### src/sv/bae_pkg.sv
// shared types, constants and checksum helpers of the bech32m address encoder
`timescale 1ns / 1ps

package bae_pkg;

   // queue between front and back
   localparam int unsigned BAE_QUEUE_DEPTH = 2;
   localparam int unsigned BAE_QPTR_W      = $clog2(BAE_QUEUE_DEPTH);
   localparam int unsigned BAE_QCNT_W      = $clog2(BAE_QUEUE_DEPTH + 1);

   // configuration register indexes (paddr[3:2])
   localparam logic [1:0] BAE_REG_PREFIX_FIRST  = 2'd0;
   localparam logic [1:0] BAE_REG_PREFIX_SECOND = 2'd1;
   localparam logic [1:0] BAE_REG_VERSION       = 2'd2;

   localparam logic [6:0] BAE_RST_PREFIX_FIRST  = 7'd98;
   localparam logic [6:0] BAE_RST_PREFIX_SECOND = 7'd99;
   localparam logic [4:0] BAE_RST_VERSION       = 5'd1;

   // separator character '1'
   localparam logic [6:0] BAE_SEP_CHAR = 7'h31;

   localparam logic [29:0] BAE_CHK_INIT   = 30'd1;
   localparam logic [29:0] BAE_BECH32M_XOR = 30'h2bc830a3;

   localparam logic [29:0] BAE_GEN [0:4] = '{
      30'h3b6a57b2, 30'h26508e6d, 30'h1ea119fa, 30'h3d4233dd, 30'h2a1462b3
   };

   // "qpzry9x8gf2tvdw0s3jn54khce6mua7l"
   localparam logic [6:0] BAE_SYM_CHARS [0:31] = '{
      7'h71, 7'h70, 7'h7a, 7'h72, 7'h79, 7'h39, 7'h78, 7'h38,
      7'h67, 7'h66, 7'h32, 7'h74, 7'h76, 7'h64, 7'h77, 7'h30,
      7'h73, 7'h33, 7'h6a, 7'h6e, 7'h35, 7'h34, 7'h6b, 7'h68,
      7'h63, 7'h65, 7'h36, 7'h6d, 7'h75, 7'h61, 7'h37, 7'h6c
   };

   typedef struct packed {
      logic [7:0] program_byte;
      logic       first;
      logic       last;
   } bae_item_type;

   typedef struct packed {
      logic [6:0] prefix_first_char;
      logic [6:0] prefix_second_char;
      logic [4:0] version_sym;
   } bae_cfg_type;

   typedef enum logic [3:0] {
      BAE_IDLE,
      BAE_PFX1,
      BAE_PFX2,
      BAE_SEP,
      BAE_VER,
      BAE_SYM,
      BAE_PAD,
      BAE_ZFOLD,
      BAE_CSUM
   } bae_state_type;

   // one polymod step
   function automatic logic [29:0] bae_fold(input logic [29:0] chk, input logic [4:0] sym);
      logic [4:0]  top;
      logic [29:0] res;
      top = chk[29:25];
      res = {chk[24:0], sym};
      for (int i = 0; i < 5; i++) begin
         if (top[i]) begin
            res = res ^ BAE_GEN[i];
         end
      end
      return res;
   endfunction

   function automatic logic [6:0] bae_sym_char(input logic [4:0] sym);
      return BAE_SYM_CHARS[sym];
   endfunction

endpackage

### src/sv/bae_ifs.sv
// valid/ready channel interfaces of the bech32m address encoder
`timescale 1ns / 1ps

interface bae_req_if;
   logic       valid;
   logic       ready;
   logic [7:0] program_byte;

   modport source (output valid, output program_byte, input ready);
   modport sink (input valid, input program_byte, output ready);
endinterface

interface bae_rsp_if;
   logic       valid;
   logic       ready;
   logic [6:0] char_code;
   logic       last_char;

   modport source (output valid, output char_code, output last_char, input ready);
   modport sink (input valid, input char_code, input last_char, output ready);
endinterface

### src/sv/bech32m_address_encoder_unit.sv
// top level of the bech32m address encoder
`timescale 1ns / 1ps

// streams the ascii characters of a bech32m address from a witness program
// req: one program byte per item, most significant first; PROGRAM_BYTES items
//   make one address, and the first and last byte are found by counting
// rsp: one character per item; last_char marks the final checksum character
// apb: prefix characters and witness version, read at the first byte
// front: byte counter tags each item and pushes it into a two-entry queue
// back: sequencer emits one character per cycle unless rsp stalls, the queue is empty or
//   zeros fold; one polymod step per symbol, two at once for prefix and trailing zeros
// characters: a middle byte yields 1 or 2 characters; the first byte adds 4
//   (prefix, separator, version), the last adds up to 1 pad character,
//   a zero folding phase and 6 checksum characters
// path: a byte passes the queue, sequencer state and output register
// reset: queue emptied, byte count and sequencer cleared, registers
//   back to 'b', 'c' and version 1
// rsp stall: the output register holds its item and the sequencer
//   freezes; bytes keep flowing into the queue until it is full

module bech32m_address_encoder_unit
   import bae_pkg::*;
#(
   parameter int unsigned PROGRAM_BYTES = 32
) (
   input  logic        clock,
   input  logic        reset,
   bae_req_if.sink     req,
   bae_rsp_if.source   rsp,
   input  logic        psel,
   input  logic        penable,
   input  logic        pwrite,
   input  logic [3:0]  paddr,
   input  logic [31:0] pwdata,
   output logic [31:0] prdata,
   output logic        pready
);

   bae_cfg_type  cfg_ff;
   bae_item_type push_item;
   bae_item_type pop_item;
   logic         push;
   logic         full;
   logic         pop;
   logic         pop_valid;
   logic         csr_write;
   logic [1:0]   csr_index;

   // register file; writes to unused addresses are dropped
   assign pready    = 1'b1;
   assign csr_write = psel && penable && pwrite;
   assign csr_index = paddr[3:2];

   always_ff @(posedge clock) begin
      if (reset) begin
         cfg_ff.prefix_first_char  <= BAE_RST_PREFIX_FIRST;
         cfg_ff.prefix_second_char <= BAE_RST_PREFIX_SECOND;
         cfg_ff.version_sym        <= BAE_RST_VERSION;
      end else if (csr_write) begin
         unique case (csr_index)
            BAE_REG_PREFIX_FIRST:  cfg_ff.prefix_first_char  <= pwdata[6:0];
            BAE_REG_PREFIX_SECOND: cfg_ff.prefix_second_char <= pwdata[6:0];
            BAE_REG_VERSION:       cfg_ff.version_sym        <= pwdata[4:0];
            default: ;
         endcase
      end
   end

   always_comb begin
      unique case (csr_index)
         BAE_REG_PREFIX_FIRST:  prdata = {25'd0, cfg_ff.prefix_first_char};
         BAE_REG_PREFIX_SECOND: prdata = {25'd0, cfg_ff.prefix_second_char};
         BAE_REG_VERSION:       prdata = {27'd0, cfg_ff.version_sym};
         default:               prdata = 32'd0;
      endcase
   end

   // byte counting and classification
   bae_front #(
      .PROGRAM_BYTES (PROGRAM_BYTES)
   ) u_front (
      .clock  (clock),
      .reset  (reset),
      .req    (req),
      .q_full (full),
      .q_push (push),
      .q_item (push_item)
   );

   // decouples input stalls from output stalls
   bae_queue u_queue (
      .clock     (clock),
      .reset     (reset),
      .push      (push),
      .push_item (push_item),
      .full      (full),
      .pop       (pop),
      .pop_valid (pop_valid),
      .pop_item  (pop_item)
   );

   // character sequencer and checksum
   bae_back u_back (
      .clock   (clock),
      .reset   (reset),
      .cfg     (cfg_ff),
      .q_valid (pop_valid),
      .q_item  (pop_item),
      .q_pop   (pop),
      .rsp     (rsp)
   );

endmodule

### src/sv/bae_front.sv
// front end: accepts program bytes and tags first and last byte of an address
`timescale 1ns / 1ps

module bae_front
   import bae_pkg::*;
#(
   parameter int unsigned PROGRAM_BYTES = 32
) (
   input  logic         clock,
   input  logic         reset,
   bae_req_if.sink      req,
   input  logic         q_full,
   output logic         q_push,
   output bae_item_type q_item
);

   localparam int unsigned POS_W = $clog2(PROGRAM_BYTES);

   logic [POS_W-1:0] pos_ff;
   logic [POS_W-1:0] pos_in;
   logic             is_last;

   assign req.ready = !q_full;
   assign q_push    = req.valid && !q_full;
   assign is_last   = (pos_ff == POS_W'(PROGRAM_BYTES - 1));

   assign q_item.program_byte = req.program_byte;
   assign q_item.first        = (pos_ff == '0);
   assign q_item.last         = is_last;

   always_comb begin
      pos_in = pos_ff;
      if (q_push) begin
         pos_in = is_last ? '0 : pos_ff + POS_W'(1);
      end
   end

   always_ff @(posedge clock) begin
      if (reset) begin
         pos_ff <= '0;
      end else begin
         pos_ff <= pos_in;
      end
   end

endmodule

### src/sv/bae_queue.sv
// short item queue between front and back
`timescale 1ns / 1ps

module bae_queue
   import bae_pkg::*;
(
   input  logic         clock,
   input  logic         reset,
   input  logic         push,
   input  bae_item_type push_item,
   output logic         full,
   input  logic         pop,
   output logic         pop_valid,
   output bae_item_type pop_item
);

   bae_item_type          mem_ff [BAE_QUEUE_DEPTH];
   logic [BAE_QPTR_W-1:0] wr_ptr_ff, wr_ptr_in;
   logic [BAE_QPTR_W-1:0] rd_ptr_ff, rd_ptr_in;
   logic [BAE_QCNT_W-1:0] count_ff, count_in;
   logic                  do_pop;

   assign full      = (count_ff == BAE_QCNT_W'(BAE_QUEUE_DEPTH));
   assign pop_valid = (count_ff != '0);
   assign pop_item  = mem_ff[rd_ptr_ff];
   assign do_pop    = pop && pop_valid;

   always_comb begin
      wr_ptr_in = wr_ptr_ff;
      rd_ptr_in = rd_ptr_ff;
      count_in  = count_ff;
      if (push) begin
         wr_ptr_in = (wr_ptr_ff == BAE_QPTR_W'(BAE_QUEUE_DEPTH - 1)) ? '0
                   : wr_ptr_ff + BAE_QPTR_W'(1);
      end
      if (do_pop) begin
         rd_ptr_in = (rd_ptr_ff == BAE_QPTR_W'(BAE_QUEUE_DEPTH - 1)) ? '0
                   : rd_ptr_ff + BAE_QPTR_W'(1);
      end
      if (push && !do_pop) begin
         count_in = count_ff + BAE_QCNT_W'(1);
      end else if (!push && do_pop) begin
         count_in = count_ff - BAE_QCNT_W'(1);
      end
   end

   always_ff @(posedge clock) begin
      if (reset) begin
         wr_ptr_ff <= '0;
         rd_ptr_ff <= '0;
         count_ff  <= '0;
      end else begin
         wr_ptr_ff <= wr_ptr_in;
         rd_ptr_ff <= rd_ptr_in;
         count_ff  <= count_in;
      end
   end

   always_ff @(posedge clock) begin
      if (push) begin
         mem_ff[wr_ptr_ff] <= push_item;
      end
   end

endmodule

### src/sv/bae_back.sv
// back end: symbol sequencer, polymod checksum and output register
`timescale 1ns / 1ps

module bae_back
   import bae_pkg::*;
(
   input  logic         clock,
   input  logic         reset,
   input  bae_cfg_type  cfg,
   input  logic         q_valid,
   input  bae_item_type q_item,
   output logic         q_pop,
   bae_rsp_if.source    rsp
);

   bae_state_type state_ff, state_in;

   logic [29:0] chk_ff, chk_in;
   logic [29:0] sum_ff, sum_in;
   logic [11:0] acc_ff, acc_in;
   logic [3:0]  bits_ff, bits_in;
   logic [2:0]  cnt_ff, cnt_in;
   logic        last_ff, last_in;

   logic        rsp_valid_ff;
   logic [6:0]  rsp_char_ff, rsp_char_in;
   logic        rsp_last_ff, rsp_last_in;

   logic        advance;
   logic        emit;
   logic        item_done;
   logic [3:0]  bits_nx;
   logic [4:0]  sym_cur;
   logic [2:0]  lo_cnt;
   logic [3:0]  lo_bits;
   logic [3:0]  pad_bits;
   logic [4:0]  pad_sym;
   bae_state_type load_state;

   assign advance    = !rsp_valid_ff || rsp.ready;
   assign bits_nx    = bits_ff - 4'd5;
   assign sym_cur    = 5'(acc_ff >> bits_nx);
   assign lo_cnt     = (state_ff == BAE_SYM) ? bits_nx[2:0] : bits_ff[2:0];
   assign lo_bits    = acc_ff[3:0] & ~(4'hF << lo_cnt);
   assign pad_bits   = acc_ff[3:0] & ~(4'hF << bits_ff[2:0]);
   assign pad_sym    = 5'({1'b0, pad_bits} << (3'd5 - bits_ff[2:0]));
   assign load_state = q_item.first ? BAE_PFX1 : BAE_SYM;
   // current item finishes this cycle, so the next one may be taken
   assign item_done  = (state_ff == BAE_IDLE)
                     || (state_ff == BAE_SYM && bits_nx < 4'd5 && !last_ff)
                     || (state_ff == BAE_CSUM && cnt_ff == 3'd5);
   assign q_pop      = advance && item_done && q_valid;

   // next state
   always_comb begin
      state_in = state_ff;
      unique case (state_ff)
         BAE_IDLE: begin
            if (q_valid) begin
               state_in = load_state;
            end
         end
         BAE_PFX1: state_in = BAE_PFX2;
         BAE_PFX2: state_in = BAE_SEP;
         BAE_SEP:  state_in = BAE_VER;
         BAE_VER:  state_in = BAE_SYM;
         BAE_SYM: begin
            priority if (bits_nx >= 4'd5) begin
               state_in = BAE_SYM;
            end else if (last_ff) begin
               state_in = (bits_nx != 4'd0) ? BAE_PAD : BAE_ZFOLD;
            end else if (q_valid) begin
               state_in = load_state;
            end else begin
               state_in = BAE_IDLE;
            end
         end
         BAE_PAD: state_in = BAE_ZFOLD;
         BAE_ZFOLD: begin
            if (cnt_ff == 3'd2) begin
               state_in = BAE_CSUM;
            end
         end
         BAE_CSUM: begin
            if (cnt_ff == 3'd5) begin
               state_in = q_valid ? load_state : BAE_IDLE;
            end
         end
         default: state_in = BAE_IDLE;
      endcase
   end

   // datapath and outputs
   always_comb begin
      chk_in      = chk_ff;
      sum_in      = sum_ff;
      acc_in      = acc_ff;
      bits_in     = bits_ff;
      cnt_in      = cnt_ff;
      last_in     = last_ff;
      emit        = 1'b0;
      rsp_char_in = rsp_char_ff;
      rsp_last_in = 1'b0;
      unique case (state_ff)
         BAE_IDLE: ;
         BAE_PFX1: begin
            // high parts of both prefix characters
            emit        = 1'b1;
            rsp_char_in = cfg.prefix_first_char;
            chk_in      = bae_fold(bae_fold(BAE_CHK_INIT, {3'b0, cfg.prefix_first_char[6:5]}),
                                   {3'b0, cfg.prefix_second_char[6:5]});
         end
         BAE_PFX2: begin
            // zero separator symbol, then low part of first char
            emit        = 1'b1;
            rsp_char_in = cfg.prefix_second_char;
            chk_in      = bae_fold(bae_fold(chk_ff, 5'd0), cfg.prefix_first_char[4:0]);
         end
         BAE_SEP: begin
            emit        = 1'b1;
            rsp_char_in = BAE_SEP_CHAR;
            chk_in      = bae_fold(chk_ff, cfg.prefix_second_char[4:0]);
         end
         BAE_VER: begin
            emit        = 1'b1;
            rsp_char_in = bae_sym_char(cfg.version_sym);
            chk_in      = bae_fold(chk_ff, cfg.version_sym);
         end
         BAE_SYM: begin
            emit        = 1'b1;
            rsp_char_in = bae_sym_char(sym_cur);
            chk_in      = bae_fold(chk_ff, sym_cur);
            bits_in     = bits_nx;
         end
         BAE_PAD: begin
            emit        = 1'b1;
            rsp_char_in = bae_sym_char(pad_sym);
            chk_in      = bae_fold(chk_ff, pad_sym);
         end
         BAE_ZFOLD: begin
            // six trailing zero symbols, two a cycle unless rsp stalls
            chk_in = bae_fold(bae_fold(chk_ff, 5'd0), 5'd0);
            cnt_in = cnt_ff + 3'd1;
            if (cnt_ff == 3'd2) begin
               sum_in = chk_in ^ BAE_BECH32M_XOR;
               cnt_in = 3'd0;
            end
         end
         BAE_CSUM: begin
            emit        = 1'b1;
            rsp_char_in = bae_sym_char(sum_ff[29:25]);
            rsp_last_in = (cnt_ff == 3'd5);
            sum_in      = {sum_ff[24:0], 5'd0};
            cnt_in      = cnt_ff + 3'd1;
         end
         default: ;
      endcase

      if (q_pop) begin
         last_in = q_item.last;
         cnt_in  = 3'd0;
         if (q_item.first) begin
            acc_in  = {4'd0, q_item.program_byte};
            bits_in = 4'd8;
         end else begin
            acc_in  = {lo_bits, q_item.program_byte};
            bits_in = {1'b0, lo_cnt} + 4'd8;
         end
      end
   end

   always_ff @(posedge clock) begin
      if (reset) begin
         state_ff     <= BAE_IDLE;
         cnt_ff       <= '0;
         rsp_valid_ff <= 1'b0;
      end else if (advance) begin
         state_ff     <= state_in;
         cnt_ff       <= cnt_in;
         rsp_valid_ff <= emit;
      end
   end

   always_ff @(posedge clock) begin
      if (advance) begin
         chk_ff      <= chk_in;
         sum_ff      <= sum_in;
         acc_ff      <= acc_in;
         bits_ff     <= bits_in;
         last_ff     <= last_in;
         rsp_char_ff <= rsp_char_in;
         rsp_last_ff <= rsp_last_in;
      end
   end

   assign rsp.valid     = rsp_valid_ff;
   assign rsp.char_code = rsp_char_ff;
   assign rsp.last_char = rsp_last_ff;

endmodule

### src/flat_wrapper.sv
// flat-port wrapper written by rule: the top's interface ports become plain ports
module bech32m_address_encoder_unit_flat import bae_pkg::*;
#(
   parameter int unsigned PROGRAM_BYTES = 32
)
  (clock, reset, psel, penable, pwrite, paddr, pwdata, prdata, pready, req_valid, req_program_byte, req_ready, rsp_valid, rsp_char_code, rsp_last_char, rsp_ready);
  bae_req_if req_i ();
  bae_rsp_if rsp_i ();
  input  logic clock;
  input  logic reset;
  input  logic psel;
  input  logic penable;
  input  logic pwrite;
  input  logic [3:0] paddr;
  input  logic [31:0] pwdata;
  output logic [31:0] prdata;
  output logic pready;
  input wire logic [$bits(req_i.valid)-1:0] req_valid;
  input wire logic [$bits(req_i.program_byte)-1:0] req_program_byte;
  output wire logic [$bits(req_i.ready)-1:0] req_ready;
  output wire logic [$bits(rsp_i.valid)-1:0] rsp_valid;
  output wire logic [$bits(rsp_i.char_code)-1:0] rsp_char_code;
  output wire logic [$bits(rsp_i.last_char)-1:0] rsp_last_char;
  input wire logic [$bits(rsp_i.ready)-1:0] rsp_ready;
  assign req_i.valid = req_valid;
  assign req_i.program_byte = req_program_byte;
  assign req_ready = req_i.ready;
  assign rsp_valid = rsp_i.valid;
  assign rsp_char_code = rsp_i.char_code;
  assign rsp_last_char = rsp_i.last_char;
  assign rsp_i.ready = rsp_ready;
  bech32m_address_encoder_unit #(.PROGRAM_BYTES(PROGRAM_BYTES)) u_core (.clock(clock), .reset(reset), .req(req_i), .rsp(rsp_i), .psel(psel), .penable(penable), .pwrite(pwrite), .paddr(paddr), .pwdata(pwdata), .prdata(prdata), .pready(pready));
endmodule
### config.mk
export PLATFORM = sky130hd
export DESIGN_NAME = bech32m_address_encoder_unit_flat
export DESIGN_NICKNAME = d
export VERILOG_FILES = /design/src/sv/bae_pkg.sv /design/src/sv/bae_ifs.sv /design/src/sv/bech32m_address_encoder_unit.sv /design/src/sv/bae_front.sv /design/src/sv/bae_queue.sv /design/src/sv/bae_back.sv /design/src/flat_wrapper.sv
export SDC_FILE = /design/constraint.sdc
export NUM_CORES = 1
export LEC_CHECK = 0
export BUFFER_PORTS_ARGS = -buffer_cell sky130_fd_sc_hd__buf_4
export CAP_MARGIN = 20
export CORE_ASPECT_RATIO = 0.75
export CORE_UTILIZATION = 55
export CTS_CLUSTER_DIAMETER = 50
export CTS_CLUSTER_SIZE = 25
export DETAILED_ROUTE_END_ITERATION = 10
export GPL_ROUTABILITY_DRIVEN = 1
export PLACE_DENSITY = 0.9
export SLEW_MARGIN = 20
export SYNTH_ARGS = -nofsm -noshare
export SYNTH_HDL_FRONTEND = slang
export SYNTH_SLANG_ARGS = --single-unit
### constraint.sdc
create_clock -name clock -period 4.4 [get_ports clock]
set_input_delay 0.44 -clock clock [delete_from_list [all_inputs] [get_ports clock]]
set_output_delay 0.44 -clock clock [all_outputs]
set_load 0.01 [all_outputs]
==> results by group, run 1 <==
Outcome
  – Outcome: finished, violations left
  – Failing checks: DRC

Job
  – Number of max-cap violations: 0

GRT
  – Met3 Use GR: 10.6%
  – Top Usage Layer GRT: met2
  – Antenna violations before repair: 1
  – M2 GR Usage: 41.5%
  – Grt ovf: 0
  – GRT met1 Usage: 40.1%
  – Vias in the first global route: 7,230
  – Largest net degree at the start of global routing: 42
  – First-pass GRT wire length: 39,400 µm
  – Total GRT Usage: 28.5%

Worst setup path
  – Crit-path cells: ha_1 > a21oi_1 > xnor2_1 > a32oi_1 > nor3_2 > buf_4 > inv_1 > ha_1 > or3_1 > a21oi_1
  – CP max stage cell: xnor2_1
  – Crit Path Max Fanout: 19
  – Delay-heaviest family, CP: XOR/XNOR gates
  – Required time of the critical path: 4760 ps
  – WS Path Type: register to register
  – Crit-path max cell delay: 850 ps
  – Critical Path Sink Type: register
  – Worst path arrival time: 4250 ps
  – Worst Setup Start Kind: register
  – Worst path bufs/invs: 2

Placement
  – Detailed placement HPWL: 17,500 µm
  – Cell Area, Placed: 0.0101 mm²
  – Routability congestion estimate: 0.963
  – IO Port Bufs: 40

Detailed routing
  – Detail Route Antenna Nets: 0
  – Vias post-DR: 8,015
  – Via density: 6.35
  – Number of remaining DRC errors: 3
  – Total wire length: 25,100 µm
  – Starting DRC count in detailed routing: 1,364
  – Drt first pass iters: 11
  – Avg WL per Cell: 19.9 µm

Clock network
  – Clock buffer depth: 2
  – Root buffer cell: clkbuf_16
  – CTS clk-pin slew, worst paths: 60 ps
  – # Post-CTS Setup Buffers: 0
  – CTS buffer count: 17
  – Hold_buf cts: 0
  – Clk Latency, worst-skew pair: 430 ps
  – Post-cts resize count: 0
  – CTS tree: yes
  – H-tree levels: 4
  – Clk sinks: 142

Logic synthesis
  – #FFs+latches synth: 142
  – Avg Inst Size Synth: 9.65 µm²
  – Post-Synthesis Cells: 1,005
  – Post-synth top area share: 32.5%
  – Cell area after synthesis: 0.00970 mm²
  – Post-synth EDFFs: 105
  – Post-synth top flop: edfxtp_1
  – Seq/Total Area, Yosys: 40.2%
  – Post-synth cell types: 77
  – Asr flop ratio synth: 0%
  – Synth area leaders: edfxtp_1 33%, dfxtp_1 7.6%, xnor2_1 7.0%, a21oi_1 3.9%, nor2_1 3.8%
  – Synth area leader: edfxtp_1
  – Synth warn: 0

Timing
  – Clock period minus worst slack: 3890 ps
  – Setup TNS: 0 ps
  – Final period util: 88.4%
  – Max Slew Vio Count: 0
  – RSZ-0062 raised after global routing: false
  – Hold_ws: 201 ps
  – Post-route clock skew: 10.2 ps
  – Worst-margin pin slew: 1090 ps
  – Fmax: 257 MHz
  – Final Hold Viols: 0
  – Slew margin rel.: 26.9%
  – Setup violators final: 0

Floorplan
  – Die footprint: 0.0182 mm²
  – Die H: 117 µm
  – I/O pin cnt: 94
  – Initial Util: 56.9%
  – Core area: 0.0170 mm²
  – Overall die width: 155 µm
  – Num rows: 41

Final layout
  – Total Nets Final: 1,079
  – Area delta synth->final: 10.1%
  – Most frequent cells in the layout: 105 x edfxtp_1, 97 x nor2_1, 78 x xnor2_1
  – Post-route cell area: 0.0107 mm²
  – N_diodes: 0
  – Share of cells above drive strength 1: 14.0%
  – Leading cell type in the layout, fill and taps excluded: edfxtp_1

Hold path
  – Hold Path Class: input port to register
## synth_stat cells, types with 20 or more instances
library cell  count
xor2_1           32
mux2i_1          20
edfxtp_1        105
a21oi_1          76
inv_1            27
clkbuf_1         48
nor2_1           97
nand2_1          72
o22ai_1          20
o21ai_0          61
buf_4            28
dfxtp_1          37
nand3_1          25
xnor2_1          78
## through the flow
stage,worst slack [ps],utilization [%],std cells
after floorplan,699,-,1029
after global placement,792,59.1,1230
after detailed placement,612,59.1,1230
after CTS,596,62.7,1262
after global routing,283,62.7,1262
final,509,62.7,1262
## state kept, by name, indices dropped and copies added (netlist names), 3 cells and up, named ones only
name / cells
u_core.u_back.acc_ff: 12
u_core.u_back.cnt_ff: 3
u_core.u_back.rsp.char_code: 7
u_core.u_front.pos_ff: 5
u_core.u_back.state_ff: 4
u_core.cfg_ff: 19
u_core.u_back.chk_ff: 30
u_core.u_queue.mem_ff: 20
u_core.u_back.bits_ff: 4
u_core.u_back.sum_ff: 30
## final timing paths
check	from	endpoint	slack [ps]	cells past startpoint
max	u_core.u_back.bits_ff[2]	u_core.u_queue.count_ff[1]	510	10
min	req_program_byte[5]	u_core.u_queue.mem_ff[0][7]	200	1
max reg2reg	u_core.u_back.bits_ff[2]	u_core.u_queue.count_ff[1]	510	10
min reg2reg	u_core.u_front.pos_ff[4]	u_core.u_front.pos_ff[4]	490	2
## worst reg2reg max path: cells and delay by family, from the launching register on
kind | cells | cell delay (ps)
AOI/OAI and AO/OA | 3 | 480
xor gates and xnor gates | 1 | 850
adders and majority gates | 2 | 650
buffers and inverters | 2 | 490
DFF | 1 | 780
and+or+nand+nor | 2 | 570
## per-layer routing
metal  vias up  share of wire, %
met4         0               1.6
met3        56                13
met2       500                42
met1      3836                43
met5         -                 0
li1       3623                 -
## layout make-up
cell class                      count  area, µm²
Tap cell                          236        295
Inverter                           27        101
Timing Repair Buffer               59        443
Sequential cell                   142       3890
Clock buffer                       23        526
Fill cell                        1348       6360
Multi-Input combinational cell    766       5320
Clock inverter                      9       91.3
## logic make-up after synthesis
| kind of cell | after synthesis | synth area share (%) |
|---|---|---|
| compound gates | 266 | 17.4 |
| xor+xnor | 130 | 14.4 |
| other cells | 2 | 0.0775 |
| fa+ha+maj | 15 | 1.94 |
| simple gates | 285 | 14.2 |
| buf+inv | 121 | 6.04 |
| mux | 44 | 5.78 |
| flops | 142 | 40.2 |
Power of run 1 is not shown: default switching activity piles up to over one toggle a cycle in this logic, so the estimate is an artifact.
==> run 2, diff against run 1 <==
==> constraint.sdc (replaced) <==
create_clock -name clock -period 4.4 [get_ports clock]
set_input_delay 0.22 -clock clock [delete_from_list [all_inputs] [get_ports clock]]
set_output_delay 0.22 -clock clock [all_outputs]
set_load 0.01 [all_outputs]
==> run 2 against run 1 <==
  * The flow now finishes without violations
  * Sequential cell count unchanged
  * Worst hold slack worse by 190 ps
  * First-iteration DRC count increased by 5.6%
  * Worst setup slack got worse by 36 ps
  * Clock-buffer cell count shrank 4
  * Maximum frequency fell by 0.92%
  * Utilization is 0.74 points higher
  * Largest cell class unchanged
==> results by group, run 2 (synthesized netlist as in run 1, its figures left out) <==
Worst setup path
  – Crit Path Max Fanout: 19 (unchanged)
  – Worst path arrival time: 4290 ps (was 4250 ps)
  – Required time of the critical path: 4770 ps (was 4760 ps)
  – Worst Setup Start Kind: register (unchanged)
  – Crit Reg-Reg Startpoint: u_core.u_back.bits_ff[2] (unchanged)
  – Crit. Startpoint: u_core.u_back.bits_ff[2] (unchanged)
  – WS Path Type: register to register (unchanged)
  – Critical Path Sink Type: register (unchanged)

Floorplan
  – I/O pin cnt: 94 (unchanged)
  – Num rows: 41 (unchanged)
  – Overall die width: 155 µm (unchanged)
  – Core area: 0.0170 mm² (unchanged)
  – Die H: 117 µm (unchanged)
  – Initial Util: 56.9% (unchanged)
  – Die footprint: 0.0182 mm² (unchanged)

Final layout
  – N_diodes: 0 (unchanged)
  – Leading cell type in the layout, fill and taps excluded: edfxtp_1 (unchanged)
  – Share of cells above drive strength 1: 13.9% (was 14.0%)
  – Total Nets Final: 1,089 (was 1,079)
  – Area delta synth->final: 11.4% (was 10.1%)
  – Most frequent cells in the layout: 105 x edfxtp_1, 97 x nor2_1, 78 x xnor2_1 (unchanged)
  – Biggest regs: u_core.u_back.chk_ff: 30 flops, u_core.u_back.sum_ff: 30 flops, u_core.u_queue.mem_ff: 20 flops (unchanged)

Timing
  – Final Hold Viols: 0 (unchanged)
  – Worst-margin pin slew: 1090 ps (about the same)
  – RSZ-0062 raised after global routing: false (unchanged)
  – Setup TNS: 0 ps (unchanged)
  – Max Slew Vio Count: 0 (unchanged)
  – Fmax: 255 MHz (was 257 MHz)
  – Post-route clock skew: 11.7 ps (was 10.2 ps)
  – Setup violators final: 0 (unchanged)
  – Final period util: 89.3% (was 88.4%)
  – Slew margin rel.: 26.6% (was 26.9%)
  – Clock period minus worst slack: 3930 ps (was 3890 ps)

Clock network
  – H-tree levels: 4 (unchanged)
  – Clk sinks: 142 (unchanged)
  – Post-cts resize count: 0 (unchanged)
  – Clock buffer depth: 2 (unchanged)
  – Clk Latency, worst-skew pair: 440 ps (was 430 ps)
  – CTS tree: yes (unchanged)
  – Hold_buf cts: 9 (was 0)
  – Root buffer cell: clkbuf_16 (unchanged)
  – CTS buffer count: 17 (unchanged)
  – CTS clk-pin slew, worst paths: 60 ps (about the same)
  – # Post-CTS Setup Buffers: 0 (unchanged)

Placement
  – Detailed placement HPWL: 17,600 µm (was 17,500 µm)
  – Routability congestion estimate: 0.986 (was 0.963)
  – IO Port Bufs: 40 (unchanged)

GRT
  – Largest net degree at the start of global routing: 41 (was 42)
  – First-pass GRT wire length: 41,000 µm (was 39,400 µm)
  – Vias in the first global route: 7,552 (was 7,230)
  – Total GRT Usage: 29.8% (was 28.5%)
  – Antenna violations before repair: 0 (was 1)
  – Grt ovf: 0 (unchanged)

Outcome
  – Outcome: finished clean (was finished, violations left)

Detailed routing
  – Vias post-DR: 8,054 (was 8,015)
  – Avg WL per Cell: 20.2 µm (was 19.9 µm)
  – Detail Route Antenna Nets: 0 (unchanged)
  – Drt first pass iters: 6 (was 11)
  – Via density: 6.33 (was 6.35)
  – Number of remaining DRC errors: 0 (was 3)
  – Total wire length: 25,700 µm (was 25,100 µm)
  – Starting DRC count in detailed routing: 1,441 (was 1,364)

Hold path
  – Hold Path Class: input port to register (unchanged)
  – Hold path startpoint: pwdata[0] (was req_program_byte[5])

Job
  – Number of max-cap violations: 0 (unchanged)
==> run 2: final cells by class <==
cell class	count	area, µm²
Fill cell	1317	6230
Tap cell	236	295
Inverter	27	101
Clock buffer	19	433
Sequential cell	142	3890
Timing Repair Buffer	69	541
Clock inverter	13	213
Multi-Input combinational cell	766	5320
==> run 2: worst paths after layout <==
check	end	depth (start not counted)	slack (ps)
setup / recovery	u_core.u_queue.count_ff[1]	10	470
hold / removal	u_core.cfg_ff[5]	2	10
setup reg to reg	u_core.u_queue.count_ff[1]	10	470
hold reg to reg	u_core.u_front.pos_ff[4]	2	480
==> run 2: worst max-delay path, stage by stage, from the launching register on <==
cell and delay, ps:
edfxtp_1 760, ha_1 270, a21oi_1 110, xnor2_1 880, a32oi_1 250, nor3_2 200
buf_4 290, inv_1 190, ha_1 380, or3_1 370, a21oi_1 150
==> run 2: through the flow <==
| step | instance area [µm²] | hold WS [ps] | cells | utilization (%) | setup slack [ps] |
|---|---|---|---|---|---|
| 2_1_floorplan | 9790 | 319 | 1029 | - | 699 |
| 3_3_place_gp | 10100 | 405 | 1231 | 59.1 | 825 |
| 3_5_place_dp | 10100 | 408 | 1231 | 59.1 | 642 |
| 4_1_cts | 10800 | 4.15 | 1272 | 63.4 | 615 |
| 5_1_grt | 10800 | 10.6 | 1272 | 63.4 | 257 |
| 6_report | 10800 | 13.7 | 1272 | 63.4 | 473 |
==> run 2: metal layers <==
layer	GRT usage [%]	up-vias	wire length, µm
li1	-	3649	-
met1	40.3	3802	10600
met2	43.9	540	11000
met3	10.9	63	3370
met4	11.2	0	638
met5	0	-	0
Power of run 2 is left out for the same reason.
==> run 3, diff against run 2 <==
--- a/config.mk
+++ b/config.mk
@@ -5,12 +5,12 @@
 export SDC_FILE = /design/constraint.sdc
 export NUM_CORES = 1
 export LEC_CHECK = 0
+export ABC_AREA = 1
 export BUFFER_PORTS_ARGS = -buffer_cell sky130_fd_sc_hd__buf_4
 export CAP_MARGIN = 20
 export CORE_ASPECT_RATIO = 0.75
 export CORE_UTILIZATION = 55
 export CTS_CLUSTER_DIAMETER = 50
-export CTS_CLUSTER_SIZE = 25
 export DETAILED_ROUTE_END_ITERATION = 10
 export GPL_ROUTABILITY_DRIVEN = 1
 export PLACE_DENSITY = 0.9
==> run 3 against run 2 <==
  * Worst setup slack better by 500 ps
  * Sequential share of layout area decreased by 0.25 points
  * Global-route usage up 1.3 points
  * Via count up 16%
  * Utilization up 0.066 points
  * First-iteration DRC count up 6.8%
  * Critical path depth increased by 5
  * Register-to-register slack improved by 500 ps
  * Worst hold slack lost 8.6 ps
  * Maximum frequency up 15%
  * Sequential cell count stayed put
  * Largest cell class unchanged
==> results by group, run 3 <==
Final layout
  – Share of cells above drive strength 1: 12.7% (was 13.9%)
  – N_diodes: 0 (unchanged)
  – Leading cell type in the layout, fill and taps excluded: nand2_1 (was edfxtp_1)
  – Area delta synth->final: 11.0% (was 11.4%)
  – Most frequent cells in the layout: 353 x nand2_1, 116 x inv_1, 105 x edfxtp_1 (was 105 x edfxtp_1, 97 x nor2_1, 78 x xnor2_1)
  – Biggest regs: u_core.u_back.chk_ff: 30 flops, u_core.u_back.sum_ff: 30 flops, u_core.u_queue.mem_ff: 20 flops (unchanged)
  – Total Nets Final: 1,384 (was 1,089)

Logic synthesis
  – Synth warn: 0 (unchanged)
  – Post-Synthesis Cells: 1,276 (was 1,005)
  – Avg Inst Size Synth: 7.68 µm² (was 9.65 µm²)
  – Synth area leaders: edfxtp_1 32%, nand2_1 14%, dfxtp_1 7.6%, nand3_1 5.1%, inv_1 4.4% (was edfxtp_1 33%, dfxtp_1 7.6%, xnor2_1 7.0%, a21oi_1 3.9%, nor2_1 3.8%)
  – Post-synth top area share: 32.2% (was 32.5%)
  – Post-synth EDFFs: 105 (unchanged)
  – Cell area after synthesis: 0.00980 mm² (was 0.00970 mm²)
  – Top-count cell post-synth: nand2_1 (was edfxtp_1)
  – Post-synth top flop: edfxtp_1 (unchanged)
  – Synth area leader: edfxtp_1 (unchanged)
  – #FFs+latches synth: 142 (unchanged)
  – Post-synth top cells: 353 x nand2_1, 116 x inv_1, 105 x edfxtp_1 (was 105 x edfxtp_1, 97 x nor2_1, 78 x xnor2_1)
  – Post-synth cell types: 49 (was 77)
  – Seq/Total Area, Yosys: 39.7% (was 40.2%)
  – Asr flop ratio synth: 0% (unchanged)

Timing
  – Setup violators final: 0 (unchanged)
  – Final period util: 77.9% (was 89.3%)
  – Fmax: 292 MHz (was 255 MHz)
  – Max Slew Vio Count: 0 (unchanged)
  – Worst-margin pin slew: 977 ps (was 1090 ps)
  – Clock period minus worst slack: 3430 ps (was 3930 ps)
  – Slew margin rel.: 34.3% (was 26.6%)
  – Post-route clock skew: 11.0 ps (was 11.7 ps)
  – Final Hold Viols: 0 (unchanged)
  – RSZ-0062 raised after global routing: false (unchanged)
  – Setup TNS: 0 ps (unchanged)

Clock network
  – Clock buffer depth: 2 (unchanged)
  – # Post-CTS Setup Buffers: 0 (unchanged)
  – Root buffer cell: clkbuf_16 (unchanged)
  – CTS tree: yes (unchanged)
  – Hold_buf cts: 9 (unchanged)
  – H-tree levels: 4 (unchanged)
  – CTS buffer count: 17 (unchanged)
  – Clk sinks: 142 (unchanged)
  – CTS clk-pin slew, worst paths: 70 ps (was 60 ps)
  – Post-cts resize count: 0 (unchanged)
  – Clk Latency, worst-skew pair: 440 ps (about the same)

GRT
  – First-pass GRT wire length: 44,100 µm (was 41,000 µm)
  – Antenna violations before repair: 0 (unchanged)
  – Total GRT Usage: 31.0% (was 29.8%)
  – Largest net degree at the start of global routing: 52 (was 41)
  – Grt ovf: 0 (unchanged)
  – Vias in the first global route: 8,529 (was 7,552)

Detailed routing
  – Avg WL per Cell: 17.6 µm (was 20.2 µm)
  – Vias post-DR: 9,346 (was 8,054)
  – Starting DRC count in detailed routing: 1,539 (was 1,441)
  – Total wire length: 27,600 µm (was 25,700 µm)
  – Detail Route Antenna Nets: 0 (unchanged)
  – Number of remaining DRC errors: 0 (unchanged)
  – Via density: 5.96 (was 6.33)
  – Drt first pass iters: 6 (unchanged)

Worst setup path
  – Worst path arrival time: 3630 ps (was 4290 ps)
  – CP max stage cell: ha_1 (was xnor2_1)
  – Delay-heaviest family, CP: simple AND/OR/NAND/NOR gates (was XOR/XNOR gates)
  – Most frequent CP cell: nand2_1
  – Crit-path cells: inv_1 > ha_1 > inv_1 > nand3_1 > nand2_1 > nand2_1 > o21ai_0 > nand2_1 > inv_1 > o21ai_0 > a21oi_1 > nor2_1 > nand2_1 > inv_1 > nand2_1 (was ha_1 > a21oi_1 > xnor2_1 > a32oi_1 > nor3_2 > buf_4 > inv_1 > ha_1 > or3_1 > a21oi_1)
  – WS Path Type: register to register (unchanged)
  – Worst path bufs/invs: 4 (was 2)
  – Required time of the critical path: 4600 ps (was 4770 ps)
  – Critical Path Sink Type: register (unchanged)
  – Worst Setup Start Kind: register (unchanged)
  – Crit Path Max Fanout: 13 (was 19)
  – Crit-path max cell delay: 610 ps (was 880 ps)

Outcome
  – Outcome: finished clean (unchanged)

Job
  – Number of max-cap violations: 0 (unchanged)

Floorplan
  – I/O pin cnt: 94 (unchanged)
  – Core area: 0.0171 mm² (was 0.0170 mm²)
  – Die footprint: 0.0184 mm² (was 0.0182 mm²)
  – Initial Util: 57.2% (was 56.9%)
  – Overall die width: 156 µm (was 155 µm)
  – Num rows: 41 (unchanged)
  – Die H: 118 µm (was 117 µm)

Placement
  – Routability congestion estimate: 1.01 (was 0.986)
  – Detailed placement HPWL: 19,500 µm (was 17,600 µm)
  – IO Port Bufs: 40 (unchanged)

Hold path
  – Hold Path Class: input port to register (unchanged)
-- run 3: area by class of cell --
type | instances | area, µm²
timing repair buffer | 56 | 443
inverter | 144 | 548
multi-input combinational | 957 | 5090
clock inverter | 13 | 130
tap | 236 | 295
sequential | 142 | 3890
clock buffer | 19 | 475
fill | 1410 | 6260
-- run 3: per-layer routing --
| metal | GRT usage [%] | routed length (µm) |
|---|---|---|
| met3 | 8.06 | 3710 |
| met5 | 0 | 0 |
| met2 | 44.4 | 11700 |
| met4 | 11.2 | 741 |
| met1 | 44.9 | 11400 |
-- run 3: kinds of logic (layout without fill, tap and decap cells) --
group                      after synthesis  in the layout  synth area share, %
other                                    2             26               0.0766
xor gates and xnor gates                89             89                 8.80
adders and majority gates               15             15                 1.92
AOI/OAI and AO/OA                      227            227                 13.3
and+or+nand+nor                        600            600                 26.8
buffers and inverters                  201            232                 9.37
DFF                                    142            142                 39.7
-- run 3: per-stage QoR --
step | area (µm²) | hold WS [ps] | setup WS, ps | util (%) | instances
finish | 10900 | 5.13 | 973 | 63.5 | 1567
CTS | 10900 | 0.167 | 1070 | 63.5 | 1567
detailed placement | 10200 | 408 | 1120 | 59.4 | 1526
global route | 10900 | 7.72 | 712 | 63.5 | 1567
global placement | 10200 | 405 | 1230 | 59.4 | 1526
floorplan | 9890 | 289 | 1100 | - | 1300
-- run 3: path summary, 6_finish.rpt --
kind                                               start                 endpoint  slack (ps)  cells past startpoint
worst max-delay path            u_core.u_back.bits_ff[1]  u_core.u_back.chk_ff[4]         970                     15
worst min-delay path                           pwdata[5]        u_core.cfg_ff[17]           5                      3
worst max register to register  u_core.u_back.bits_ff[1]  u_core.u_back.chk_ff[4]         970                     15
worst min register to register   u_core.u_back.cnt_ff[2]  u_core.u_back.cnt_ff[2]         470                      2
-- run 3: worst reg2reg max path, cell delays in order, from the launching register on --
cell and delay, ps:
edfxtp_1 550, inv_1 250, ha_1 610, inv_1 320, nand3_1 170, nand2_1 100, nand2_1 60, o21ai_0 80
nand2_1 200, inv_1 190, o21ai_0 180, a21oi_1 60, nor2_1 230, nand2_1 90, inv_1 60, nand2_1 40
Power of run 3 is left out for the same reason.
